==> src/sv/sha1_pkg.sv <==
// ----------------------------------------------------------------------------
// SHA-1 package
// Constants and helpers shared by the SHA-1 digest block.
// ----------------------------------------------------------------------------
`default_nettype none
package sha1_pkg;
  localparam int unsigned LengthBitsDefault = 64;
  localparam logic [31:0] H0 = 32'h67452301;
  localparam logic [31:0] H1 = 32'hEFCDAB89;
  localparam logic [31:0] H2 = 32'h98BADCFE;
  localparam logic [31:0] H3 = 32'h10325476;
  localparam logic [31:0] H4 = 32'hC3D2E1F0;
  localparam logic [31:0] K0 = 32'h5A827999;
  localparam logic [31:0] K1 = 32'h6ED9EBA1;
  localparam logic [31:0] K2 = 32'h8F1BBCDC;
  localparam logic [31:0] K3 = 32'hCA62C1D6;
  localparam logic [7:0]  PadByte = 8'h80;
  localparam logic [5:0]  LenPos = 6'd56;

  function automatic logic [31:0] rotl(input logic [31:0] v, input int unsigned s);
    rotl = (v << s) | (v >> (32 - s));
  endfunction
endpackage
`default_nettype wire

==> src/sv/sha1_message_digest.sv <==
// SHA-1 digest, one message byte per transfer in, 20 digest bytes out.
// A byte is taken per cycle while the input is ready; the 64th byte of a block stalls the input
// while the block words load, 80 rounds run at one per cycle and the chain is added.
// The last transfer pads with up to 72 bytes, one per cycle, and one or two blocks.
// Digest bytes leave one per cycle while m_tready is high once compression is done, then re-init.
// Synchronous reset restores the chaining words and clears the bit count.
// ----------------------------------------------------------------------------
// SHA-1 message digest
// Block buffer held in a word-wide memory, schedule window in a shift register.
// ----------------------------------------------------------------------------
`default_nettype none
module sha1_message_digest #(
  parameter int unsigned LENGTH_BITS = sha1_pkg::LengthBitsDefault
) (
  input  wire logic        clk,
  input  wire logic        rst,
  input  wire logic        s_tvalid,
  output logic             s_tready,
  input  wire logic [7:0]  s_tdata,  // data_byte
  input  wire logic        s_tuser,  // has_byte
  input  wire logic        s_tlast,  // last_item
  output logic             m_tvalid,
  input  wire logic        m_tready,
  output logic [7:0]       m_tdata,  // digest_byte
  output logic             m_tlast   // digest_last
);
  typedef enum logic [6:0] {
    S_IDLE = 7'b0000001, S_PAD  = 7'b0000010, S_LOAD = 7'b0000100,
    S_RND  = 7'b0001000, S_ADD  = 7'b0010000, S_OUT  = 7'b0100000,
    S_FIN  = 7'b1000000
  } state_t;

  state_t state;
  logic [31:0] h [5];
  logic [31:0] a, b, c, d, e;
  logic [LENGTH_BITS-1:0] bit_count, len;
  logic [31:0] buf_mem [16];
  logic [31:0] word_rd;
  logic [6:0]  rnd;
  logic [4:0]  ocnt;
  logic        pad_mode, ld_phase, fin_blk;
  logic [7:0]  pad_byte;
  logic [31:0] w0, w_new, f, k, t;
  logic [5:0]  pos;
  logic        push;
  logic [7:0]  push_val;
  logic [31:0] win_a, win_b, win_c, win_d;

  assign pos = bit_count[8:3];
  assign s_tready = (state == S_IDLE);

  // Byte for padding at the current position
  always_comb begin
    logic [63:0] l64;
    l64 = 64'(len);
    pad_byte = 8'h00;
    if (bit_count == len) pad_byte = sha1_pkg::PadByte;
    else if (fin_blk && pos >= sha1_pkg::LenPos) pad_byte = l64[8*(7-int'(pos[2:0])) +: 8];
  end

  always_comb begin
    push = 1'b0;
    push_val = s_tdata;
    if (state == S_IDLE && s_tvalid && s_tuser) push = 1'b1;
    if (state == S_PAD) begin
      push = 1'b1;
      push_val = pad_byte;
    end
  end

  // Schedule window: registers read at fixed taps, shifted each round and as block words load
  logic [31:0] win [16];
  assign win_a = win[13]; assign win_b = win[8]; assign win_c = win[2]; assign win_d = win[0];
  assign w_new = sha1_pkg::rotl(win_a ^ win_b ^ win_c ^ win_d, 1);
  assign w0 = (rnd < 7'd16) ? win[0] : w_new;

  always_comb begin
    if (rnd < 7'd20) begin
      f = (b & c) | (~b & d); k = sha1_pkg::K0;
    end else if (rnd < 7'd40) begin
      f = b ^ c ^ d; k = sha1_pkg::K1;
    end else if (rnd < 7'd60) begin
      f = (b & c) | (b & d) | (c & d); k = sha1_pkg::K2;
    end else begin
      f = b ^ c ^ d; k = sha1_pkg::K3;
    end
  end
  assign t = sha1_pkg::rotl(a, 5) + f + e + w0 + k;

  // Block buffer memory: byte-lane write, registered read of one word
  always_ff @(posedge clk) begin
    if (push) buf_mem[pos[5:2]][8*(3-int'(pos[1:0])) +: 8] <= push_val;
    word_rd <= buf_mem[rnd[3:0]];
  end

  always_ff @(posedge clk) begin
    if (rst) begin
      state <= S_IDLE;
      h[0] <= sha1_pkg::H0; h[1] <= sha1_pkg::H1; h[2] <= sha1_pkg::H2;
      h[3] <= sha1_pkg::H3; h[4] <= sha1_pkg::H4;
      bit_count <= '0;
      pad_mode <= 1'b0;
      fin_blk <= 1'b0;
      rnd <= '0;
      ocnt <= '0;
      ld_phase <= 1'b0;
    end else begin
      if (push) bit_count <= bit_count + LENGTH_BITS'(8);
      unique case (state)
        S_IDLE: if (s_tvalid) begin
          if (s_tuser && pos == 6'd63) begin
            state <= S_LOAD; rnd <= '0; ld_phase <= 1'b0; pad_mode <= s_tlast;
          end else if (s_tlast) begin
            state <= S_PAD; pad_mode <= 1'b1;
          end
          if (s_tlast) begin
            len <= s_tuser ? bit_count + LENGTH_BITS'(8) : bit_count;
            fin_blk <= 1'b0;
          end
        end
        S_PAD: begin
          // note whether the length fits behind the pad byte in this block
          if (bit_count == len) fin_blk <= (pos < sha1_pkg::LenPos);
          if (pos == 6'd63) begin
            state <= S_LOAD; rnd <= '0; ld_phase <= 1'b0;
          end
        end
        S_LOAD: begin
          // registered read: word for rnd-1 arrives now
          if (ld_phase) win[15] <= word_rd;
          if (ld_phase) for (int i = 0; i < 15; i++) win[i] <= win[i+1];
          ld_phase <= 1'b1;
          if (ld_phase && rnd == 7'd16) begin
            state <= S_RND; rnd <= '0;
            a <= h[0]; b <= h[1]; c <= h[2]; d <= h[3]; e <= h[4];
          end else rnd <= rnd + 7'd1;
        end
        S_RND: begin
          e <= d; d <= c; c <= sha1_pkg::rotl(b, 30); b <= a; a <= t;
          for (int i = 0; i < 15; i++) win[i] <= win[i+1];
          win[15] <= w0;
          if (rnd == 7'd79) state <= S_ADD;
          rnd <= rnd + 7'd1;
        end
        S_ADD: begin
          h[0] <= h[0] + a; h[1] <= h[1] + b; h[2] <= h[2] + c;
          h[3] <= h[3] + d; h[4] <= h[4] + e;
          ocnt <= '0;
          if (!pad_mode) state <= S_IDLE;
          else if (fin_blk) state <= S_OUT;
          else begin
            // the next block carries the length, and the pad byte too if it is not yet placed
            state <= S_PAD;
            if (bit_count != len) fin_blk <= 1'b1;
          end
        end
        S_OUT: if (m_tready) begin
          if (ocnt == 5'd19) begin
            ocnt <= '0;
            state <= S_FIN;
          end else ocnt <= ocnt + 5'd1;
        end
        S_FIN: begin
          h[0] <= sha1_pkg::H0; h[1] <= sha1_pkg::H1; h[2] <= sha1_pkg::H2;
          h[3] <= sha1_pkg::H3; h[4] <= sha1_pkg::H4;
          bit_count <= '0; pad_mode <= 1'b0; state <= S_IDLE;
        end
        default: state <= S_IDLE;
      endcase
    end
  end

  logic [31:0] ow;
  assign ow = h[ocnt[4:2]];
  assign m_tvalid = (state == S_OUT);
  assign m_tdata = ow[8*(3-int'(ocnt[1:0])) +: 8];
  assign m_tlast = (ocnt == 5'd19);

  property p_out_only_in_out;
    @(posedge clk) disable iff (rst) m_tvalid |-> !s_tready;
  endproperty
  a_out: assert property (p_out_only_in_out) else $error("output during input");
  a_last: assert property (@(posedge clk) disable iff (rst)
    (m_tvalid && m_tready && m_tlast) |=> !m_tvalid) else $error("extra digest byte");
  a_ocnt: assert property (@(posedge clk) disable iff (rst)
    m_tvalid |-> (ocnt < 5'd20)) else $error("digest index out of range");
endmodule
`default_nettype wire
==> config.mk <==
export PLATFORM = sky130hd
export DESIGN_NAME = sha1_message_digest
export DESIGN_NICKNAME = d
export VERILOG_FILES = /design/src/sv/sha1_pkg.sv /design/src/sv/sha1_message_digest.sv
export SDC_FILE = /design/constraint.sdc
export NUM_CORES = 2
export LEC_CHECK = 0
export ABC_AREA = 1
export BUFFER_PORTS_ARGS = -buffer_cell sky130_fd_sc_hd__buf_2
export CAP_MARGIN = 20
export CORE_UTILIZATION = 60
export DETAILED_ROUTE_END_ITERATION = 6
export PLACE_DENSITY = 0.81
export SLEW_MARGIN = 0
export SYNTH_ARGS = -nofsm -noshare
export SYNTH_HDL_FRONTEND = slang
export SYNTH_SLANG_ARGS = --single-unit
==> constraint.sdc <==
create_clock -name clk -period 49.7 [get_ports clk]
set_input_delay 2.485 -clock clk [delete_from_list [all_inputs] [get_ports clk]]
set_output_delay 2.485 -clock clk [all_outputs]
set_load 0.1 [all_outputs]
==> qor.yml <==
cells_and_area:
  area_delta_synth_final_pct: 8.94
  multi_input_area_um2: 27900
  seq_area_um2: 44600
  fin_nets: 8032
  stdcell_area_um2: 83400
  fillers: 9671
  drive_above_1_share_pct: 5.45
cts:
  cts_hold_buffers: 0
  postCtsSetupRepairBufs: 0
  cts-buffers-inserted: 155
  cts_max_path_buffers: 3
  clk_transition_reported_paths_ns: 0.06
  cts.sinks: 1523
  clkLatencyLatePin_ns: 0.83
  cts_htree_levels: 4
  cts_resized: 0
  cts_tree: "built"
  cts_root_buf: "clkbuf_16"
global_routing:
  grt_usage_pct: 37.8
  grt_pass1_wl_um: 358000
  grt_pass1_vias: 55200
  grt_max_degree: 182
  antenna_found_initial: 20
  grt_overflow: 0
placement:
  detailed_place_hpwl_um: 178000
  portBuffers: 24
  placed_cell_area_um2: 78200
  gp_congestion: 1.04
  place_ws_ns: 41.79
min_path:
  whs_path_depth: 0
  whs_endpoint: "win[1][24]$_DFFE_PP_"
  worstHoldStart: "win[1][56]$_DFFE_PP_"
  worstHoldPathType: "reg -> reg"
worst_setup_path:
  r2r_cells: 27
  timing_worst_setup_path_type: "reg -> out"
  crit_path_frequent_cell: "o21ai_0"
  path_cells: "clkinv_1 > buf_4 > o21ai_0 > a21oi_1 > o31ai_1 > o21ai_0 > o21ai_0 > buf_2"
  setup.worst_path.end_class: "output port"
  regToRegSetupSlack_ns: 42.74
  crit_fanout: 60
  worst_path_max_delay_cell: "dfxtp_2"
  crit_arrival_ns: 5.04
  cp_data_required_time_ns: 47.22
  critPathLaunchType: "flip-flop"
  critPathMaxStageDelay_ns: 1.02
  reg2reg_from: "rnd[6]$_SDFFE_PP0P_"
  rr_endpoint: "a[25]$_DFFE_PP_"
drt:
  postRouteAntennaNets: 0
  totalWireLength_um: 246000
  drc: 0
  first_pass_iters: 7
  via_per_inst: 6.20
  avgRoutedWirePerCell_um: 26.0
  drtIter0Drc: 8024
  routed-via-count: 58700
floorplanning:
  die_area_um2: 129000
  pin_count: 25
  num_rows: 130
  fp.coreArea_um2: 126000
  die_h_um: 359
  start_util_pct: 60.7
  chipWidth_um: 359
pwr:
  power_density_nw_per_um2: 39.5
  p_leak_nw: 31.3
  total_power_mw: 3.30
  vdd_ir_drop_max_v: 0.0000494
timing:
  fmax_ghz: 0.133
  worst_pin_slew_ns: 1.25
  rsz0062_at_grt: "false"
  slew_headroom_pct: 16.7
  finClkSkew_ns: 0.0608
  hold_violations: 0
  timing.final.crit_period_ns: 7.53
  finalSetupViolCount: 0
  finalCritPeriodShare_pct: 15.1
  setup_slack_ns: 42.17
  setup-tns-final_ns: 0
  whs_ns: 0.400
  maxSlewViolCount: 0
synth:
  syn-instance-count: 7706
  synthFlopType: "edfxtp_1"
  synth.net_count: 8046
  avgSynthCellArea_um2: 9.93
  synth.cell_area_um2: 76500
  synth.distinct_cells: 55
  async_flop_share_pct: 0
  synth_edf_count: 1405
  yosysWarningCount: 0
  synth-seq-cells: 1523
  yosysSeqAreaShare_pct: 58.2
run_status:
  status: "completed"
job:
  max_cap_viol_count: 0
cell usage in the layout, fill, tap and decap left out, types with 10 or more instances in the layout:
master,Yosys,layout
buf_4,4,67
dfxtp_1,118,115
a211oi_2,17,17
a31oi_1,38,38
o21a_1,31,31
clkbuf_16,0,156
nor3_1,87,87
ha_1,201,201
o21ai_0,762,762
o22ai_1,161,161
nand4_1,116,116
clkinv_2,1,21
a21o_1,37,37
inv_2,9,10
or2_2,35,35
xnor2_1,110,110
a21oi_1,411,411
clkinv_1,6,37
o221ai_1,14,14
inv_1,786,785
nand3_1,292,292
clkbuf_1,196,29
o21ai_1,12,12
bufinv_16,0,12
o211ai_1,59,59
edfxtp_1,1405,1405
nor2_1,946,941
nand2_1,1485,1482
buf_2,49,24
xor2_1,60,60
fa_1,125,125
nand3b_1,10,10
o21bai_1,25,25
a21boi_0,14,14
metal layers:
metal | GRT usage, % | part of all wire [%]
met2 | 58.4 | 45
met1 | 50.5 | 38
met5 | 0 | 0.044
met4 | 19.4 | 5.7
met3 | 8.42 | 11
per-stage QoR:
step,std cells,util [%]
2_1_floorplan,7706,-
3_3_place_gp,9171,62.0
3_5_place_dp,9176,62.0
4_1_cts,9458,66.0
5_1_grt,9467,66.1
6_report,9476,66.1
state kept, by name, indices dropped and copies added (netlist names), 32 cells and up, named ones only:
signal	cells
word_rd	32
bit_count	61
win	512
b	32
c	32
a	32
e	32
d	32
buf_mem	512
len	61
h	160
critical path, delay by kind of cell (launching register included):
| family | cells | cell delay, ns |
|---|---|---|
| AOI/OAI and AO/OA | 5 | 1.30 |
| buffers and inverters | 3 | 1.88 |
| DFF | 1 | 1.02 |
cell usage after synthesis (6+ instances only):
| library cell | number | share of area (%) |
|---|---|---|
| a211oi_2 | 17 | 0.28 |
| a21boi_0 | 14 | 0.14 |
| a21o_1 | 37 | 0.36 |
| a21oi_1 | 411 | 2.7 |
| a31oi_1 | 38 | 0.31 |
| buf_1 | 15 | 0.074 |
| buf_2 | 49 | 0.32 |
| clkbuf_1 | 196 | 0.96 |
| clkinv_1 | 6 | 0.029 |
| dfxtp_1 | 118 | 3.1 |
| edfxtp_1 | 1405 | 55 |
| fa_1 | 125 | 3.3 |
| ha_1 | 201 | 3.3 |
| inv_1 | 786 | 3.9 |
| inv_2 | 9 | 0.044 |
| nand2_1 | 1485 | 7.3 |
| nand2_2 | 7 | 0.057 |
| nand3_1 | 292 | 1.9 |
| nand3b_1 | 10 | 0.098 |
| nand4_1 | 116 | 0.95 |
| nor2_1 | 946 | 4.6 |
| nor3_1 | 87 | 0.57 |
| o211ai_1 | 59 | 0.58 |
| o21a_1 | 31 | 0.30 |
| o21ai_0 | 762 | 5.0 |
| o21ai_1 | 12 | 0.078 |
| o21bai_1 | 25 | 0.25 |
| o221ai_1 | 14 | 0.16 |
| o22ai_1 | 161 | 1.3 |
| o31ai_1 | 6 | 0.059 |
| or2_2 | 35 | 0.29 |
| xnor2_1 | 110 | 1.3 |
| xor2_1 | 60 | 0.69 |
power breakdown:
group	switching, mW	internal (mW)
Sequential	0.0648	1.48
Clock	0.529	0.650
Combinational	0.403	0.163
worst max path at each step:
stage	depth (start not counted)	slack (ns)	endpoint	start
after floorplan	2	7.80	win[0][0]$_DFFE_PP_	rst
after global placement	9	41.98	win[0][69]$_DFFE_PP_	rst
after detailed placement	9	41.79	win[0][133]$_DFFE_PP_	rst
after CTS	8	42.41	m_tdata[1]	flip-flop
after global routing	8	42.07	m_tdata[1]	flip-flop
final	8	42.17	m_tdata[1]	flip-flop
cell type report:
cell class	count	area share [%]
well taps	1650	2.48
inverters	802	3.62
clock buffers	186	4.83
clock inverters	96	1.27
repair buffers	98	0.847
multi-input cells	5112	33.5
flip-flops and latches	1523	53.5
diodes	9	0.0270
cells by family after synthesis:
kind of cell | after synthesis | share of synthesized area (%)
adder cells (fa/ha/maj) | 326 | 6.56
AO/OA/AOI/OAI | 1601 | 11.7
buffers and inverters | 1071 | 5.40
flip-flops | 1523 | 58.2
XOR/XNOR | 170 | 1.95
AND/OR/NAND/NOR | 3015 | 16.2
Power figures use the tool's default switching activity.
